`config.mk`:
```
export PLATFORM = sky130hd
export DESIGN_NAME = json_frame_limit_scanner_core
export DESIGN_NICKNAME = d
export VERILOG_FILES = /design/src/rtl/jfls_pkg.sv /design/src/rtl/jfls_scan.sv /design/src/rtl/json_frame_limit_scanner_core.sv
export VERILOG_INCLUDE_DIRS = /design/src /design/src/rtl
export SDC_FILE = /design/constraint.sdc
export NUM_CORES = 1
export LEC_CHECK = 0
export BUFFER_PORTS_ARGS = -buffer_cell sky130_fd_sc_hd__buf_2
export CORE_MARGIN = 1
export CORE_UTILIZATION = 40
export CTS_BUF_LIST = sky130_fd_sc_hd__clkbuf_8
export DETAILED_ROUTE_END_ITERATION = 8
export GPL_ROUTABILITY_DRIVEN = 0
export PLACE_DENSITY_LB_ADDON = 0.05
export SLEW_MARGIN = 10
export SYNTH_ARGS = -nofsm -noshare
export SYNTH_HDL_FRONTEND = slang
export SYNTH_SLANG_ARGS = --single-unit
```
`constraint.sdc`:
```
create_clock -name clk -period 9.15 [get_ports clk]
set_clock_uncertainty 0.15 [all_clocks]
set_input_delay 2.745 -clock clk [delete_from_list [all_inputs] [get_ports clk]]
set_output_delay 2.745 -clock clk [all_outputs]
set_load 0.03 [all_outputs]
```
`src/rtl/json_frame_limit_scanner_core_assert.svh`:
```
// assertion macros for the json frame limit scanner
// expects signals named clk and rst in the including module
`ifndef JSON_FRAME_LIMIT_SCANNER_CORE_ASSERT_SVH
`define JSON_FRAME_LIMIT_SCANNER_CORE_ASSERT_SVH

// same-cycle implication, ignored during reset
`define JFLS_ASSERT_NOW(name, cond, expr) \
  name: assert property (@(posedge clk) disable iff (rst) (cond) |-> (expr)) \
    else $error("jfls assertion failed");

// next-cycle implication, ignored during reset
`define JFLS_ASSERT_NEXT(name, cond, expr) \
  name: assert property (@(posedge clk) disable iff (rst) (cond) |=> (expr)) \
    else $error("jfls assertion failed");

`endif

```
`src/rtl/jfls_pkg.sv`:
```
// shared types and constants for the json frame limit scanner
// no dependencies
package jfls_pkg;

  // character codes that steer the scan
  localparam logic [7:0] CH_QUOTE  = 8'h22;
  localparam logic [7:0] CH_BSLASH = 8'h5C;
  localparam logic [7:0] CH_LBRACE = 8'h7B;
  localparam logic [7:0] CH_LBRACK = 8'h5B;
  localparam logic [7:0] CH_RBRACE = 8'h7D;
  localparam logic [7:0] CH_RBRACK = 8'h5D;
  localparam logic [7:0] CH_COMMA  = 8'h2C;
  localparam logic [7:0] CH_COLON  = 8'h3A;
  localparam logic [7:0] CH_SPACE  = 8'h20;
  localparam logic [7:0] CH_TAB    = 8'h09;
  localparam logic [7:0] CH_CR     = 8'h0D;

  // limit register widths
  localparam int FRAME_W  = 24;
  localparam int DEPTH_W  = 8;
  localparam int NODES_W  = 20;
  localparam int STRING_W = 24;
  localparam int CFG_W    = 24;
  localparam int CFG_IDX_W = 2;

  // limit register indexes
  typedef enum logic [CFG_IDX_W-1:0] {
    REG_MAX_FRAME_BYTES  = 2'd0,
    REG_MAX_DEPTH        = 2'd1,
    REG_MAX_NODES        = 2'd2,
    REG_MAX_STRING_BYTES = 2'd3
  } jfls_reg_t;

  // reset values of the limits
  localparam logic [FRAME_W-1:0]  RST_MAX_FRAME_BYTES  = 24'd1048576;
  localparam logic [DEPTH_W-1:0]  RST_MAX_DEPTH        = 8'd64;
  localparam logic [NODES_W-1:0]  RST_MAX_NODES        = 20'd65536;
  localparam logic [STRING_W-1:0] RST_MAX_STRING_BYTES = 24'd1048576;

  // current limits handed to the scanner
  typedef struct packed {
    logic [FRAME_W-1:0]  max_frame_bytes;
    logic [DEPTH_W-1:0]  max_depth;
    logic [NODES_W-1:0]  max_nodes;
    logic [STRING_W-1:0] max_string_bytes;
  } jfls_limits_t;

endpackage

```
`src/rtl/jfls_scan.sv`:
```
// per-byte scan state and limit checks for one frame
// depends on jfls_pkg
module jfls_scan (
  input  logic                clk,
  input  logic                rst,
  input  logic                beat,           // input beat accepted this cycle
  input  logic [7:0]          data_byte,
  input  logic                byte_present,
  input  logic                frame_end,
  input  jfls_pkg::jfls_limits_t limits,
  output logic                res_valid,
  output logic                res_bit
);

  // frame state
  logic        in_quotes, in_quotes_next;
  logic        after_escape, after_escape_next;
  logic        in_primitive, in_primitive_next;
  logic [8:0]  nest_level, nest_level_next;
  logic [20:0] node_count, node_count_next;
  logic [24:0] quoted_byte_count, quoted_byte_count_next;
  logic [24:0] frame_byte_count, frame_byte_count_next;
  logic        limit_failed, limit_failed_next;

  logic        scan;
  logic        is_blank;
  logic [24:0] fb_inc, qb_inc;
  logic [20:0] nc_inc;
  logic [8:0]  nl_inc;
  logic        frame_over, quoted_over, node_over, depth_over;

  // incremented counts and their limit compares
  assign scan    = beat && byte_present && !limit_failed;
  assign fb_inc  = frame_byte_count + 25'd1;
  assign qb_inc  = quoted_byte_count + 25'd1;
  assign nc_inc  = node_count + 21'd1;
  assign nl_inc  = nest_level + 9'd1;
  assign frame_over  = fb_inc > {1'b0, limits.max_frame_bytes};
  assign quoted_over = qb_inc > {1'b0, limits.max_string_bytes};
  assign node_over   = nc_inc > {1'b0, limits.max_nodes};
  assign depth_over  = nl_inc > {1'b0, limits.max_depth};
  assign is_blank    = (data_byte == jfls_pkg::CH_SPACE) ||
                       ((data_byte >= jfls_pkg::CH_TAB) && (data_byte <= jfls_pkg::CH_CR));

  // next state for one byte
  always_comb begin
    in_quotes_next         = in_quotes;
    after_escape_next      = after_escape;
    in_primitive_next      = in_primitive;
    nest_level_next        = nest_level;
    node_count_next        = node_count;
    quoted_byte_count_next = quoted_byte_count;
    frame_byte_count_next  = frame_byte_count;
    limit_failed_next      = limit_failed;
    if (scan) begin
      frame_byte_count_next = fb_inc;
      if (frame_over) begin
        limit_failed_next = 1'b1;
      end else if (in_quotes) begin
        // string body: escape pair and plain bytes count, closing quote does not
        if (after_escape || data_byte != jfls_pkg::CH_QUOTE) begin
          after_escape_next      = !after_escape && (data_byte == jfls_pkg::CH_BSLASH);
          quoted_byte_count_next = qb_inc;
          if (quoted_over) begin
            limit_failed_next = 1'b1;
          end
        end else begin
          in_quotes_next = 1'b0;
        end
      end else if (data_byte == jfls_pkg::CH_QUOTE) begin
        in_quotes_next    = 1'b1;
        in_primitive_next = 1'b0;
        node_count_next   = nc_inc;
        if (node_over) begin
          limit_failed_next = 1'b1;
        end
      end else if (data_byte == jfls_pkg::CH_LBRACE || data_byte == jfls_pkg::CH_LBRACK) begin
        in_primitive_next = 1'b0;
        nest_level_next   = nl_inc;
        if (depth_over) begin
          limit_failed_next = 1'b1;
        end else begin
          node_count_next = nc_inc;
          if (node_over) begin
            limit_failed_next = 1'b1;
          end
        end
      end else if (data_byte == jfls_pkg::CH_RBRACE || data_byte == jfls_pkg::CH_RBRACK) begin
        in_primitive_next = 1'b0;
        if (nest_level != 9'd0) begin
          nest_level_next = nest_level - 9'd1;
        end
      end else if (data_byte == jfls_pkg::CH_COMMA || data_byte == jfls_pkg::CH_COLON ||
                   is_blank) begin
        in_primitive_next = 1'b0;
      end else if (!in_primitive) begin
        // first byte of a bare token
        in_primitive_next = 1'b1;
        node_count_next   = nc_inc;
        if (node_over) begin
          limit_failed_next = 1'b1;
        end
      end
    end
  end

  // verdict on the last beat of a frame
  assign res_valid = beat && frame_end;
  assign res_bit   = !limit_failed_next;

  // state register, cleared at reset and after each frame
  always_ff @(posedge clk) begin
    if (rst || (beat && frame_end)) begin
      in_quotes         <= 1'b0;
      after_escape      <= 1'b0;
      in_primitive      <= 1'b0;
      nest_level        <= '0;
      node_count        <= '0;
      quoted_byte_count <= '0;
      frame_byte_count  <= '0;
      limit_failed      <= 1'b0;
    end else begin
      in_quotes         <= in_quotes_next;
      after_escape      <= after_escape_next;
      in_primitive      <= in_primitive_next;
      nest_level        <= nest_level_next;
      node_count        <= node_count_next;
      quoted_byte_count <= quoted_byte_count_next;
      frame_byte_count  <= frame_byte_count_next;
      limit_failed      <= limit_failed_next;
    end
  end

endmodule

```
`src/rtl/json_frame_limit_scanner_core.sv`:
```
// top level of the json frame limit scanner: stream ports, limit registers, result buffer
// depends on jfls_pkg, jfls_scan and json_frame_limit_scanner_core_assert.svh

// Scans a JSON frame one byte per beat and checks it against four limits: frame
// bytes, nesting depth, node count and quoted bytes summed over the frame. One byte
// is taken every clock while s_tready is high; each beat goes through a single layer
// of compare and add logic into the frame state registers, and the tlast beat gives
// one verdict beat (m_tdata[0] = 1 when every limit was met), held in the output
// register, or in the skid entry when that is full. A two-entry output buffer lets
// input beats keep flowing while a verdict waits for m_tready; s_tready only drops
// when both entries are held. A beat with s_tuser low carries no byte: with tlast
// it closes the frame, without it nothing happens. The user must write limits via
// cfg_we/cfg_index/cfg_wdata while no frame is in progress; this is not enforced.
module json_frame_limit_scanner_core (
  input  logic        clk,
  input  logic        rst,
  // input stream
  input  logic        s_tvalid,
  output logic        s_tready,
  input  logic [7:0]  s_tdata,   // [7:0] data_byte
  input  logic        s_tuser,   // [0] byte_present
  input  logic        s_tlast,   // frame_end
  // verdict stream
  output logic        m_tvalid,
  input  logic        m_tready,
  output logic [7:0]  m_tdata,   // [0] within_bounds, [7:1] zero
  // limit registers
  input  logic        cfg_we,
  input  logic [jfls_pkg::CFG_IDX_W-1:0] cfg_index,
  input  logic [jfls_pkg::CFG_W-1:0]     cfg_wdata
);

  jfls_pkg::jfls_limits_t limits;
  logic beat;
  logic res_valid, res_bit;
  logic out_valid, out_bit;
  logic skid_valid, skid_bit;
  logic out_free;

  // limit registers
  always_ff @(posedge clk) begin
    if (rst) begin
      limits.max_frame_bytes  <= jfls_pkg::RST_MAX_FRAME_BYTES;
      limits.max_depth        <= jfls_pkg::RST_MAX_DEPTH;
      limits.max_nodes        <= jfls_pkg::RST_MAX_NODES;
      limits.max_string_bytes <= jfls_pkg::RST_MAX_STRING_BYTES;
    end else if (cfg_we) begin
      unique case (jfls_pkg::jfls_reg_t'(cfg_index))
        jfls_pkg::REG_MAX_FRAME_BYTES: begin
          limits.max_frame_bytes <= cfg_wdata[jfls_pkg::FRAME_W-1:0];
        end
        jfls_pkg::REG_MAX_DEPTH: begin
          limits.max_depth <= cfg_wdata[jfls_pkg::DEPTH_W-1:0];
        end
        jfls_pkg::REG_MAX_NODES: begin
          limits.max_nodes <= cfg_wdata[jfls_pkg::NODES_W-1:0];
        end
        jfls_pkg::REG_MAX_STRING_BYTES: begin
          limits.max_string_bytes <= cfg_wdata[jfls_pkg::STRING_W-1:0];
        end
        default: begin
        end
      endcase
    end
  end

  // input handshake
  assign s_tready = !skid_valid;
  assign beat     = s_tvalid && s_tready;

  jfls_scan u_scan (
    .clk          (clk),
    .rst          (rst),
    .beat         (beat),
    .data_byte    (s_tdata),
    .byte_present (s_tuser),
    .frame_end    (s_tlast),
    .limits       (limits),
    .res_valid    (res_valid),
    .res_bit      (res_bit)
  );

  // verdict register with skid entry behind it
  assign out_free = !out_valid || m_tready;

  always_ff @(posedge clk) begin
    if (rst) begin
      out_valid  <= 1'b0;
      skid_valid <= 1'b0;
    end else if (out_free) begin
      out_valid  <= skid_valid || res_valid;
      skid_valid <= 1'b0;
    end else if (res_valid) begin
      skid_valid <= 1'b1;
    end
  end

  always_ff @(posedge clk) begin
    if (out_free) begin
      out_bit <= skid_valid ? skid_bit : res_bit;
    end
    if (!out_free && res_valid) begin
      skid_bit <= res_bit;
    end
  end

  assign m_tvalid = out_valid;
  assign m_tdata  = {7'd0, out_bit};

  // checks on the result buffer
  `include "json_frame_limit_scanner_core_assert.svh"

  `JFLS_ASSERT_NOW(a_skid_behind_out, skid_valid, out_valid)
  `JFLS_ASSERT_NEXT(a_stall_fills_skid, res_valid && out_valid && !m_tready, skid_valid)
  `JFLS_ASSERT_NEXT(a_skid_moves_up, skid_valid && m_tready, out_valid && !skid_valid)

endmodule
```
==> summary.txt, run 1 <==
Job
  – Max_cap viols: 0

CTS
  – Setup Buffers After CTS: 0
  – Num CTS Buffers: 17
  – H-Tree Depth: 4
  – Clock buffer depth: 2
  – Worst-Skew Late Latency: 0.46 ns
  – Clock slew at reported path FFs: roughly 0.090 ns
  – CTS tree: done
  – # resized after CTS: 0
  – Root cell of the clock tree: clkbuf_8
  – Clock sinks: 164
  – Cts hold-fix bufs: 0

Pwr
  – Leak: 4.01 nW
  – Total chip power: 1.41 mW
  – Max VDD drop: around 0.070 mV
  – Power Density: roughly 130 nW/µm²

Synthesis
  – Register area share after synthesis: 0.331
  – Yosys warns: 0
  – Top FF cell, synth: dfxtp_1
  – Post-synth EDFFs: 2
  – Ys async rst share: 0
  – Post-Syn Instances: around 1300
  – Area leader, netlist: dfxtp_1
  – Synth Area in XOR/XNOR: 0.0833
  – Synth cell types: 72
  – Most instantiated library cell after synthesis: nand2_1
  – Area share of and/or/nand/nor cells after synthesis: 0.262
  – Average cell area after synthesis: 7.70 µm²
  – Post-synthesis mux area share: 0.00739
  – Post-Syn Area: approximately 10000 µm²
  – Area share of fa/ha/maj cells after synthesis: 0.103
  – Top cell type's share of synthesized area: 0.325
  – Synth Area in Compound Gates: 0.150
  – Top cells by count, synth: 218 x nand2_1, 162 x dfxtp_1, 155 x a21oi_1
  – Main combinational cell family by area after synthesis: simple AND/OR/NAND/NOR gates
  – Flop and latch count out of synthesis: 164
  – Largest cells by area after synthesis: dfxtp_1 32%, ha_1 10%, nand2_1 8.2%, a21oi_1 7.8%, xnor2_1 4.7%

Critical path
  – Top cell by count, worst path: nor2_1
  – Crit. End Element: register
  – Startpoint Class: input port
  – Critical path arrival: roughly 5.4 ns
  – Slowest CP cell: o41ai_1
  – Crit path required time: approximately 9.3 ns
  – Critical path fanouts, max: between 40 and 50
  – WS Path Type: input port to register
  – Crit path largest cell delay: approximately 0.85 ns
  – Reg2reg setup slack: roughly 4.1 ns
  – Crit path cell chain: buf_2 > or4b_2 > o41ai_1 > nor2_1 > nand3_1 > or3_1 > buf_4 > mux2i_1 > nor2_1

Timing
  – Final setup TNS: 0 ns
  – Final setup margin: 3.88 ns
  – Slew Viols, Final: 0
  – Worst rel slew slack: 0.303
  – Fin crit share: 0.576
  – Worst hold slack: between 0.3 and 0.4 ns
  – RSZ-0062 raised after global routing: no
  – Slew @ Worst Pin: approximately 1.0 ns
  – FMAX: approximately 190 MHz
  – Setup violators final: 0
  – Final Hold Vio Count: 0
  – Period minus WS final: 5.27 ns

GRT
  – Global-route wire length before repair: 42300 µm
  – GRT Util Overall: 0.208
  – GRT Residual Overflow: 0
  – Largest net degree at the start of global routing: 55
  – Vias in the first global route: 7943
  – Antenna violations before repair: 0

Cells and area
  – Area occupied by registers: 3300 µm²
  – Finished Core Util: 0.443
  – Layout area overhead: 8.19%
  – Final nets: between 1000 and 1500
  – Antenna Diode Count: 0
  – Fillers: approximately 2600
  – Area of the multi-input gates: 6090 µm²
  – Layout cell share with drive strength beyond 1: 0.0826

Drt
  – Final WL: approximately 26000 µm
  – Drt initial violations: approximately 620
  – Antenna Violating Nets Remaining: 0
  – Drt via density: between 5 and 6
  – Total number of vias: 8585
  – Pre-antenna DRT Iters: 5
  – Remaining DRCs: 0
  – Routed len/inst: around 16 µm

Floorplan
  – Row count: 57
  – Initial Util: 0.410
  – Die Wd: around 160 µm
  – Core ar.: roughly 24000 µm²
  – Die Span Y: 160 µm
  – DIE AREA: 25600 µm²
  – Num ports: slightly above 50

Worst hold path
  – Hold crit path type: register to register

Placement
  – # port buffers: between 40 and 50
  – Pre-CTS WS: around 3.4 ns
  – DPL Wire Length: just under 20000 µm

Outcome
  – Status: complete, no violations
[state kept, by name (all words and copies together), names as in the netlist, named ones only]
name                      flops
limits                       76
u_scan.frame_byte_count      25
u_scan.quoted_byte_count     25
u_scan.node_count            21
u_scan.nest_level             9
m_tvalid                      1
out_bit                       1
skid_bit                      1
skid_valid                    1
u_scan.after_escape           1
u_scan.in_primitive           1
u_scan.in_quotes              1
[path summary, 6_finish.rpt]
kind,end,startpoint,cells after the start
setup / recovery,u_scan.quoted_byte_count[1],s_tdata[3],9
hold / removal,limits[19],limits[19],2
setup reg to reg,u_scan.in_primitive,u_scan.frame_byte_count[7],14
hold reg to reg,limits[19],limits[19],2
[power by group]
part	leakage [nW]	total, mW	switching [mW]	internal, mW
logic	2.47	0.128	0.0881	0.0395
clock network	0.210	0.551	0.298	0.254
registers	1.33	0.735	0.00702	0.727
total	4.01	1.41	0.393	1.02
[routing by layer]
layer	vias to the layer above	track usage	wire, µm
met5	-	0	0
met4	0	0.0377	184
met3	11	0.0314	772
met2	123	0.335	11700
met1	3944	0.293	13400
li1	4507	-	-
[critical path, delay by kind of cell]
kind,cells,cell delay [ns]
and+or+nand+nor,5,1.14
AOI/OAI and AO/OA,1,0.85
buffers and inverters,2,0.47
muxes,1,0.23
[area by class of cell]
class                      instances  share of cell area
clock buffer                      18              0.0229
multi-input combinational        983               0.564
clock inverter                    14              0.0139
timing repair buffer              50              0.0248
sequential                       164               0.306
inverter                          91              0.0316
tap                              324              0.0375
[cells by family (layout without fill, tap and decap cells)]
kind of cell             after synthesis  count (layout)
AO/OA/AOI/OAI                        261             261
XOR/XNOR                              95              95
adder cells (fa/ha/maj)               82              82
buffers and inverters                156             173
flip-flops                           164             164
multiplexers                           7               7
other                                  1               7
AND/OR/NAND/NOR                      531             531
[placed cells by master (no fill, tap or decap), types with 5 or more instances in the layout]
master / instances
and3_1: 16
ha_1: 82
nand3_1: 50
buf_2: 43
or2_2: 6
buf_4: 7
or4_1: 20
nor2_1: 76
inv_1: 92
dfxtp_1: 162
o211ai_1: 5
nor4_1: 13
nor3_1: 17
and4_1: 5
a21oi_1: 155
nand2b_1: 8
clkbuf_8: 18
nand2_1: 218
o21ai_0: 43
nand4_1: 30
or3_1: 36
xor2_1: 41
nor2b_1: 5
o31ai_1: 17
conb_1: 7
a31oi_1: 7
xnor2_1: 54
and2_1: 6
[per-stage QoR]
| stage | cell area, µm² | cells |
|---|---|---|
| finish | 10800 | 1644 |
| global route | 10800 | 1644 |
| CTS | 10800 | 1644 |
| detailed placement | 10400 | 1612 |
| global placement | 10400 | 1612 |
| floorplan | 10000 | 1303 |
Power figures use the tool's default switching activity.
==> inputs of run 2 (changes only) <==
clock period = 4.9 ns   (was 9.15 ns; I/O delays follow)
==> summary.txt, run 2 (synthesized netlist as in run 1, its figures left out) <==
Drt
  – Antenna Violating Nets Remaining: 0 (unchanged)
  – Remaining DRCs: 0 (unchanged)
  – Drt initial violations: 571 (was 619)
  – Pre-antenna DRT Iters: 5 (unchanged)
  – Final WL: 26400 µm (was 26000 µm)
  – Drt via density: 5.25 (was 5.22)
  – Total number of vias: 8676 (was 8585)
  – Routed len/inst: 16.0 µm (was 15.8 µm)

CTS
  – Clock slew at reported path FFs: 0.10 ns (was 0.09 ns)
  – Cts hold-fix bufs: 0 (unchanged)
  – Root cell of the clock tree: clkbuf_8 (unchanged)
  – Setup Buffers After CTS: 0 (unchanged)
  – Num CTS Buffers: 17 (unchanged)
  – Worst-Skew Late Latency: 0.48 ns (was 0.46 ns)
  – CTS tree: done (unchanged)
  – # resized after CTS: 0 (unchanged)
  – Clock sinks: 164 (unchanged)
  – H-Tree Depth: 4 (unchanged)
  – Clock buffer depth: 2 (unchanged)

Pwr
  – Leak: 4.05 nW (was 4.01 nW)
  – Power Density: 243 nW/µm² (was 131 nW/µm²)
  – Total chip power: 2.65 mW (was 1.41 mW)
  – Max VDD drop: 0.120 mV (was 0.0696 mV)

Critical path
  – Crit path required time: 5.16 ns (was 9.32 ns)
  – Slowest CP cell: nor4_4 (was o41ai_1)
  – Crit path cell chain: ha_1 > nand3_4 > nor4_4 > nand4_1 > xnor2_1 > ha_1 > a211o_1 > o211ai_1 > a21oi_1 > o41a_1 > or3_1 > buf_4 > or4_1 > a21oi_1 (was buf_2 > or4b_2 > o41ai_1 > nor2_1 > nand3_1 > or3_1 > buf_4 > mux2i_1 > nor2_1)
  – WS Path Type: register to register (was input port to register)
  – FF-to-FF path depth: 14 (unchanged)
  – Critical path arrival: 4.71 ns (was 5.44 ns)
  – Crit. End Element: register (unchanged)
  – Crit path largest cell delay: 0.55 ns (was 0.85 ns)
  – Startpoint Class: register (was input port)
  – Critical path fanouts, max: 45 (unchanged)

Timing
  – Period minus WS final: around 4.5 ns
  – Final setup TNS: 0 ns (unchanged)
  – Fin crit share: 0.910
  – Slew @ Worst Pin: 0.887 ns (was 1.03 ns)
  – Worst rel slew slack: 0.408 (was 0.303)
  – Final Hold Vio Count: 0 (unchanged)
  – RSZ-0062 raised after global routing: no (unchanged)
  – FMAX: about 220 MHz
  – Final setup margin: 0.442 ns (was 3.88 ns)
  – Worst hold slack: 0.307 ns (was 0.308 ns)
  – Slew Viols, Final: 0 (unchanged)
  – Setup violators final: 0 (unchanged)

Job
  – Max_cap viols: 0 (unchanged)

Cells and area
  – Layout cell share with drive strength beyond 1: 0.0889 (was 0.0826)
  – Final nets: 1438 (was 1430)
  – Post-route cell area: 10900 µm² (was 10800 µm²)
  – Area occupied by registers: 3300 µm² (unchanged)
  – Max reg flops: 76 (unchanged)
  – Largest regs: limits: 76 flops, u_scan.frame_byte_count: 25 flops, u_scan.quoted_byte_count: 25 flops (unchanged)
  – Fillers: 2578 (was 2564)
  – Area of the multi-input gates: 6090 µm² (unchanged)
  – Layout area overhead: 8.93% (was 8.19%)
  – Top reg by flops: limits (unchanged)
  – Antenna Diode Count: 0 (unchanged)
  – Commonest non-fill, non-tap cells in the layout: 218 x nand2_1, 162 x dfxtp_1, 155 x a21oi_1 (unchanged)
  – Most common cell after layout, fill and taps aside: nand2_1 (unchanged)

Floorplan
  – DIE AREA: 25600 µm² (unchanged)
  – Die Wd: 160 µm (unchanged)
  – Row count: 57 (unchanged)
  – Die Span Y: 160 µm (unchanged)
  – Core ar.: 24400 µm² (unchanged)
  – Initial Util: 0.410 (unchanged)
  – Num ports: 51 (unchanged)

Placement
  – DPL Wire Length: 19700 µm (was 19300 µm)
  – Pre-CTS WS: 0.489 ns (was 3.43 ns)
  – # port buffers: 43 (unchanged)
  – DP Area: 10500 µm² (was 10400 µm²)

GRT
  – Largest net degree at the start of global routing: 60 (was 55)
  – GRT Residual Overflow: 0 (unchanged)
  – Antenna violations before repair: 1 (was 0)
  – GRT Util Overall: 0.214 (was 0.208)
  – Global-route wire length before repair: 43400 µm (was 42300 µm)
  – Vias in the first global route: 8264 (was 7943)

Worst hold path
  – Hold crit path type: register to register (unchanged)
  – Hold path cells: 2 (unchanged)

Outcome
  – Status: complete, no violations (unchanged)
[run 2: changes by cell type in the layout (fill, tap and decap cells not counted), sizes merged]
| cell | delta |
|---|---|
| clkinvlp | +2 |
| buf | +8 |
| clkinv | -3 |
| clkbuf | +1 |
| inv | +1 |
| bufinv | -1 |
[run 2: layout make-up]
class                      count  share of cell area
clock buffer                  19              0.0240
clock inverter                13              0.0126
sequential                   164               0.304
timing repair buffer          58              0.0313
tap                          324              0.0373
inverter                      91              0.0314
multi-input combinational    983               0.560
[run 2: report_power, final]
group / internal, mW / leakage (nW) / switching (mW) / total [mW]
clock: 0.447 / 0.198 / 0.585 / 1.03
combinational: 0.0781 / 2.52 / 0.165 / 0.243
sequential: 1.36 / 1.33 / 0.0138 / 1.37
total: 1.88 / 4.05 / 0.764 / 2.65
[run 2: path summary, 6_finish.rpt]
kind                              startpoint                          end  slack, ns
setup reg to reg  u_scan.frame_byte_count[0]  u_scan.quoted_byte_count[8]       0.44
hold / removal                    limits[21]                   limits[21]       0.31
hold reg to reg                   limits[21]                   limits[21]       0.31
setup / recovery  u_scan.frame_byte_count[0]  u_scan.quoted_byte_count[8]       0.44
[run 2: stage by stage]
step,utilization,instances
detailed placement,0.430,1620
floorplan,-,1303
global route,0.446,1652
global placement,0.430,1620
CTS,0.446,1652
finish,0.446,1652
[run 2: metal layers]
metal | global-route usage | vias up | part of all wire
met1 | 0.293 | 4030 | 0.50
met5 | 0 | - | 0
met4 | 0.0532 | 0 | 0.0094
met2 | 0.349 | 113 | 0.46
li1 | - | 4521 | -
met3 | 0.0358 | 12 | 0.033
[run 2: critical path: cells and delay by family, from the launching register on]
| family | cells | cell delay [ns] |
|---|---|---|
| xor+xnor | 1 | 0.16 |
| simple gates | 5 | 1.70 |
| compound gates | 5 | 1.11 |
| fa+ha+maj | 2 | 0.59 |
| buf+inv | 1 | 0.26 |
| flops | 1 | 0.43 |
==> inputs of run 3 (changes only) <==
ABC_AREA = 1   (was default)
==> summary.txt, run 3 <==
Outcome
  – Status: complete, no violations (unchanged)

Timing
  – Setup violators final: 0 (unchanged)
  – Period minus WS final: 4.20 ns (was 4.46 ns)
  – Slew Viols, Final: 0 (unchanged)
  – Final Hold Vio Count: 0 (unchanged)
  – Final setup TNS: 0 ns (unchanged)
  – FMAX: 238 MHz (was 224 MHz)
  – Slew @ Worst Pin: 0.860 ns (was 0.887 ns)
  – Fin crit share: 0.857 (was 0.910)
  – RSZ-0062 raised after global routing: no (unchanged)
  – Worst hold slack: 0.313 ns (was 0.307 ns)
  – Worst rel slew slack: 0.423 (was 0.408)

Cells and area
  – Layout area overhead: 8.95% (was 8.93%)
  – Largest regs: limits: 76 flops, u_scan.frame_byte_count: 25 flops, u_scan.quoted_byte_count: 25 flops (unchanged)
  – Antenna Diode Count: 0 (unchanged)
  – Most common cell after layout, fill and taps aside: nand2_1 (unchanged)
  – Commonest non-fill, non-tap cells in the layout: 219 x nand2_1, 195 x inv_1, 173 x nor2_1 (was 218 x nand2_1, 162 x dfxtp_1, 155 x a21oi_1)
  – Max reg flops: 76 (unchanged)
  – Top reg by flops: limits (unchanged)
  – Final nets: 1531 (was 1438)
  – Layout cell share with drive strength beyond 1: 0.0908 (was 0.0889)
  – Area occupied by registers: 3300 µm² (unchanged)
  – Fillers: 2521 (was 2578)
  – Area of the multi-input gates: 5520 µm² (was 6090 µm²)

Critical path
  – Crit path largest cell delay: 0.42 ns (was 0.55 ns)
  – Worst path buffer plus inverter count: 2 (was 1)
  – Crit. End Element: register (unchanged)
  – Slowest CP cell: dfxtp_1 (was nor4_4)
  – Worst R2R End: u_scan.node_count[14] (was u_scan.quoted_byte_count[8])
  – Crit path cell chain: ha_1 > nand2_1 > nor2_2 > nand4_2 > nor3_2 > nand2_1 > nor2_1 > nand2_1 > nor2_1 > nand2_1 > xor2_1 > inv_1 > ha_1 > nand2_1 > nor3_1 > nand3b_1 > nand2_1 > nand4_2 > nor2_2 > buf_4 > nand2_1 > nand2_1 > nor2_1 (was ha_1 > nand3_4 > nor4_4 > nand4_1 > xnor2_1 > ha_1 > a211o_1 > o211ai_1 > a21oi_1 > o41a_1 > or3_1 > buf_4 > or4_1 > a21oi_1)
  – FF-to-FF path depth: 23 (was 14)
  – CP top delay family: simple AND/OR/NAND/NOR gates (unchanged)
  – Critical path fanouts, max: 40 (was 45)
  – Top cell by count, worst path: nand2_1
  – Reg2reg setup slack: 0.70 ns (was 0.44 ns)
  – RR Startpoint: u_scan.frame_byte_count[0] (unchanged)
  – Startpoint Class: register (unchanged)
  – WS Path Type: register to register (unchanged)
  – Critical path arrival: 4.39 ns (was 4.71 ns)
  – Crit path required time: 5.10 ns (was 5.16 ns)

Synthesis
  – Average cell area after synthesis: 7.10 µm² (was 7.70 µm²)
  – Most instantiated library cell after synthesis: nand2_1 (unchanged)
  – Synth cell types: 45 (was 72)
  – Main combinational cell family by area after synthesis: simple AND/OR/NAND/NOR gates (unchanged)
  – Top cell type's share of synthesized area: 0.331 (was 0.325)
  – Ys async rst share: 0 (unchanged)
  – Synth Area in Compound Gates: 0.156 (was 0.150)
  – Register area share after synthesis: 0.337 (was 0.331)
  – Area leader, netlist: dfxtp_1 (unchanged)
  – Flop and latch count out of synthesis: 164 (unchanged)
  – Largest cells by area after synthesis: dfxtp_1 33%, ha_1 10%, nand2_1 8.4%, inv_1 7.5%, o21ai_0 6.8% (was dfxtp_1 32%, ha_1 10%, nand2_1 8.2%, a21oi_1 7.8%, xnor2_1 4.7%)
  – Top cells by count, synth: 219 x nand2_1, 196 x inv_1, 174 x nor2_1 (was 218 x nand2_1, 162 x dfxtp_1, 155 x a21oi_1)
  – Post-synthesis mux area share: 0 (was 0.00739)
  – Post-Syn Instances: 1382 (was 1297)
  – Post-Syn Area: 9810 µm² (was 9990 µm²)
  – Top FF cell, synth: dfxtp_1 (unchanged)
  – Yosys warns: 0 (unchanged)
  – Post-synth EDFFs: 2 (unchanged)
  – Synth Area in XOR/XNOR: 0.0633 (was 0.0833)
  – Area share of fa/ha/maj cells after synthesis: 0.105 (was 0.103)
  – Area share of and/or/nand/nor cells after synthesis: 0.236 (was 0.262)

Pwr
  – Clk pwr share: 0.359 (was 0.390)
  – Net Sw Frac: 0.294 (was 0.289)
  – Max VDD drop: 0.146 mV (was 0.120 mV)
  – Leak: 4.93 nW (was 4.05 nW)
  – Power Density: 272 nW/µm² (was 243 nW/µm²)
  – Switching power: 0.854 mW (was 0.764 mW)
  – Internal power: 2.05 mW (was 1.88 mW)
  – Total chip power: 2.90 mW (was 2.65 mW)
  – Comb pwr share: 0.148 (was 0.092)
  – Seq pwr share: 0.493 (was 0.518)

GRT
  – Vias in the first global route: 7567 (was 8264)
  – Largest net degree at the start of global routing: 76 (was 60)
  – Antenna violations before repair: 0 (was 1)
  – Global-route wire length before repair: 39300 µm (was 43400 µm)
  – GRT Util Overall: 0.203 (was 0.214)
  – GRT Residual Overflow: 0 (unchanged)

Drt
  – WL met3: 659 µm (was 870 µm)
  – Top Metal Used: met4 (unchanged)
  – Metal-1 WL: 12600 µm (was 13200 µm)
  – Remaining DRCs: 0 (unchanged)
  – Total number of vias: 8341 (was 8676)
  – Final WL: 24500 µm (was 26400 µm)
  – Met2 Wirelength: 11100 µm (was 12000 µm)
  – Pre-antenna DRT Iters: 5 (unchanged)
  – Antenna Violating Nets Remaining: 0 (unchanged)
  – Routed len/inst: 14.1 µm (was 16.0 µm)
  – Drt via density: 4.79 (was 5.25)
  – Drt initial violations: 486 (was 571)

CTS
  – H-Tree Depth: 4 (unchanged)
  – Num CTS Buffers: 17 (unchanged)
  – Setup Buffers After CTS: 0 (unchanged)
  – CTS tree: done (unchanged)
  – Cts hold-fix bufs: 0 (unchanged)
  – Clock buffer depth: 2 (unchanged)
  – # resized after CTS: 0 (unchanged)
  – Root cell of the clock tree: clkbuf_8 (unchanged)
  – Clock slew at reported path FFs: 0.09 ns (was 0.10 ns)
  – Clock sinks: 164 (unchanged)
  – Worst-Skew Late Latency: 0.46 ns (was 0.48 ns)

Floorplan
  – Core ar.: 23800 µm² (was 24400 µm²)
  – DIE AREA: 25200 µm² (was 25600 µm²)
  – Initial Util: 0.413 (was 0.410)
  – Row count: 56 (was 57)
  – Die Wd: 159 µm (was 160 µm)
  – Num ports: 51 (unchanged)
  – Die Span Y: 159 µm (was 160 µm)

Job
  – Max_cap viols: 0 (unchanged)

Placement
  – # port buffers: 43 (unchanged)
  – DPL Wire Length: 18200 µm (was 19700 µm)

Worst hold path
  – Hold path cells: 2 (unchanged)
  – Hold-critical path endpoint: limits[28] (was limits[21])
  – Hold crit path type: register to register (unchanged)
  – Hold Path Origin: limits[28] (was limits[21])
==> run 3: stage by stage <==
stage | utilization | instances | instance area [µm²] | setup slack, ns
floorplan | - | 1388 | 9830 | 1.59
global placement | 0.433 | 1708 | 10300 | 0.723
detailed placement | 0.433 | 1708 | 10300 | 0.703
CTS | 0.450 | 1740 | 10700 | 0.685
global route | 0.450 | 1740 | 10700 | 0.219
finish | 0.450 | 1740 | 10700 | 0.703
==> run 3: worst max-delay path by stage <==
stage	end	slack [ns]	from	depth (start not counted)
after detailed placement	u_scan.node_count[14]	0.70	u_scan.frame_byte_count[0]	23
after CTS	u_scan.node_count[14]	0.68	u_scan.frame_byte_count[0]	23
after global routing	u_scan.node_count[10]	0.22	u_scan.frame_byte_count[0]	27
after floorplan	u_scan.node_count[10]	1.59	u_scan.frame_byte_count[0]	27
final	u_scan.node_count[14]	0.70	u_scan.frame_byte_count[0]	23
after global placement	u_scan.node_count[18]	0.72	u_scan.frame_byte_count[0]	23
==> run 3: worst register-to-register path: cells and delay by family (launching register included) <==
kind	cells	cell delay [ns]
buf+inv	2	0.44
simple gates	18	2.37
fa+ha+maj	2	0.50
xor+xnor	1	0.21
flops	1	0.42
==> run 3: per-layer routing <==
layer | GRT usage | vias to the layer above
li1 | - | 4500
met1 | 0.280 | 3729
met2 | 0.333 | 103
met3 | 0.0324 | 9
met4 | 0.0398 | 0
met5 | 0 | -
==> run 3: power groups by stage <==
stage,sequential (mW),clock (mW),combinational (mW)
4_1_cts,1.43,1.08,0.435
5_1_grt,1.44,1.12,0.498
3_5_place_dp,1.46,0,0.432
2_1_floorplan,1.45,0,0.316
3_3_place_gp,1.46,0,0.430
6_report,1.43,1.04,0.429
==> run 3: final cells by class <==
cell class | instances | share of cell area
Tap cell | 319 | 0.0373
Multi-Input combinational cell | 970 | 0.517
Inverter | 202 | 0.0709
Sequential cell | 164 | 0.309
Clock inverter | 11 | 0.0118
Timing Repair Buffer | 53 | 0.0272
Clock buffer | 21 | 0.0270
==> run 3: kinds of logic (layout without fill, tap and decap cells) <==
family | count (synthesis) | in the layout
and+or+nand+nor | 518 | 518
xor gates and xnor gates | 70 | 70
adders and majority gates | 82 | 82
buffers and inverters | 254 | 287
other | 1 | 7
AOI/OAI and AO/OA | 293 | 293
DFF | 164 | 164
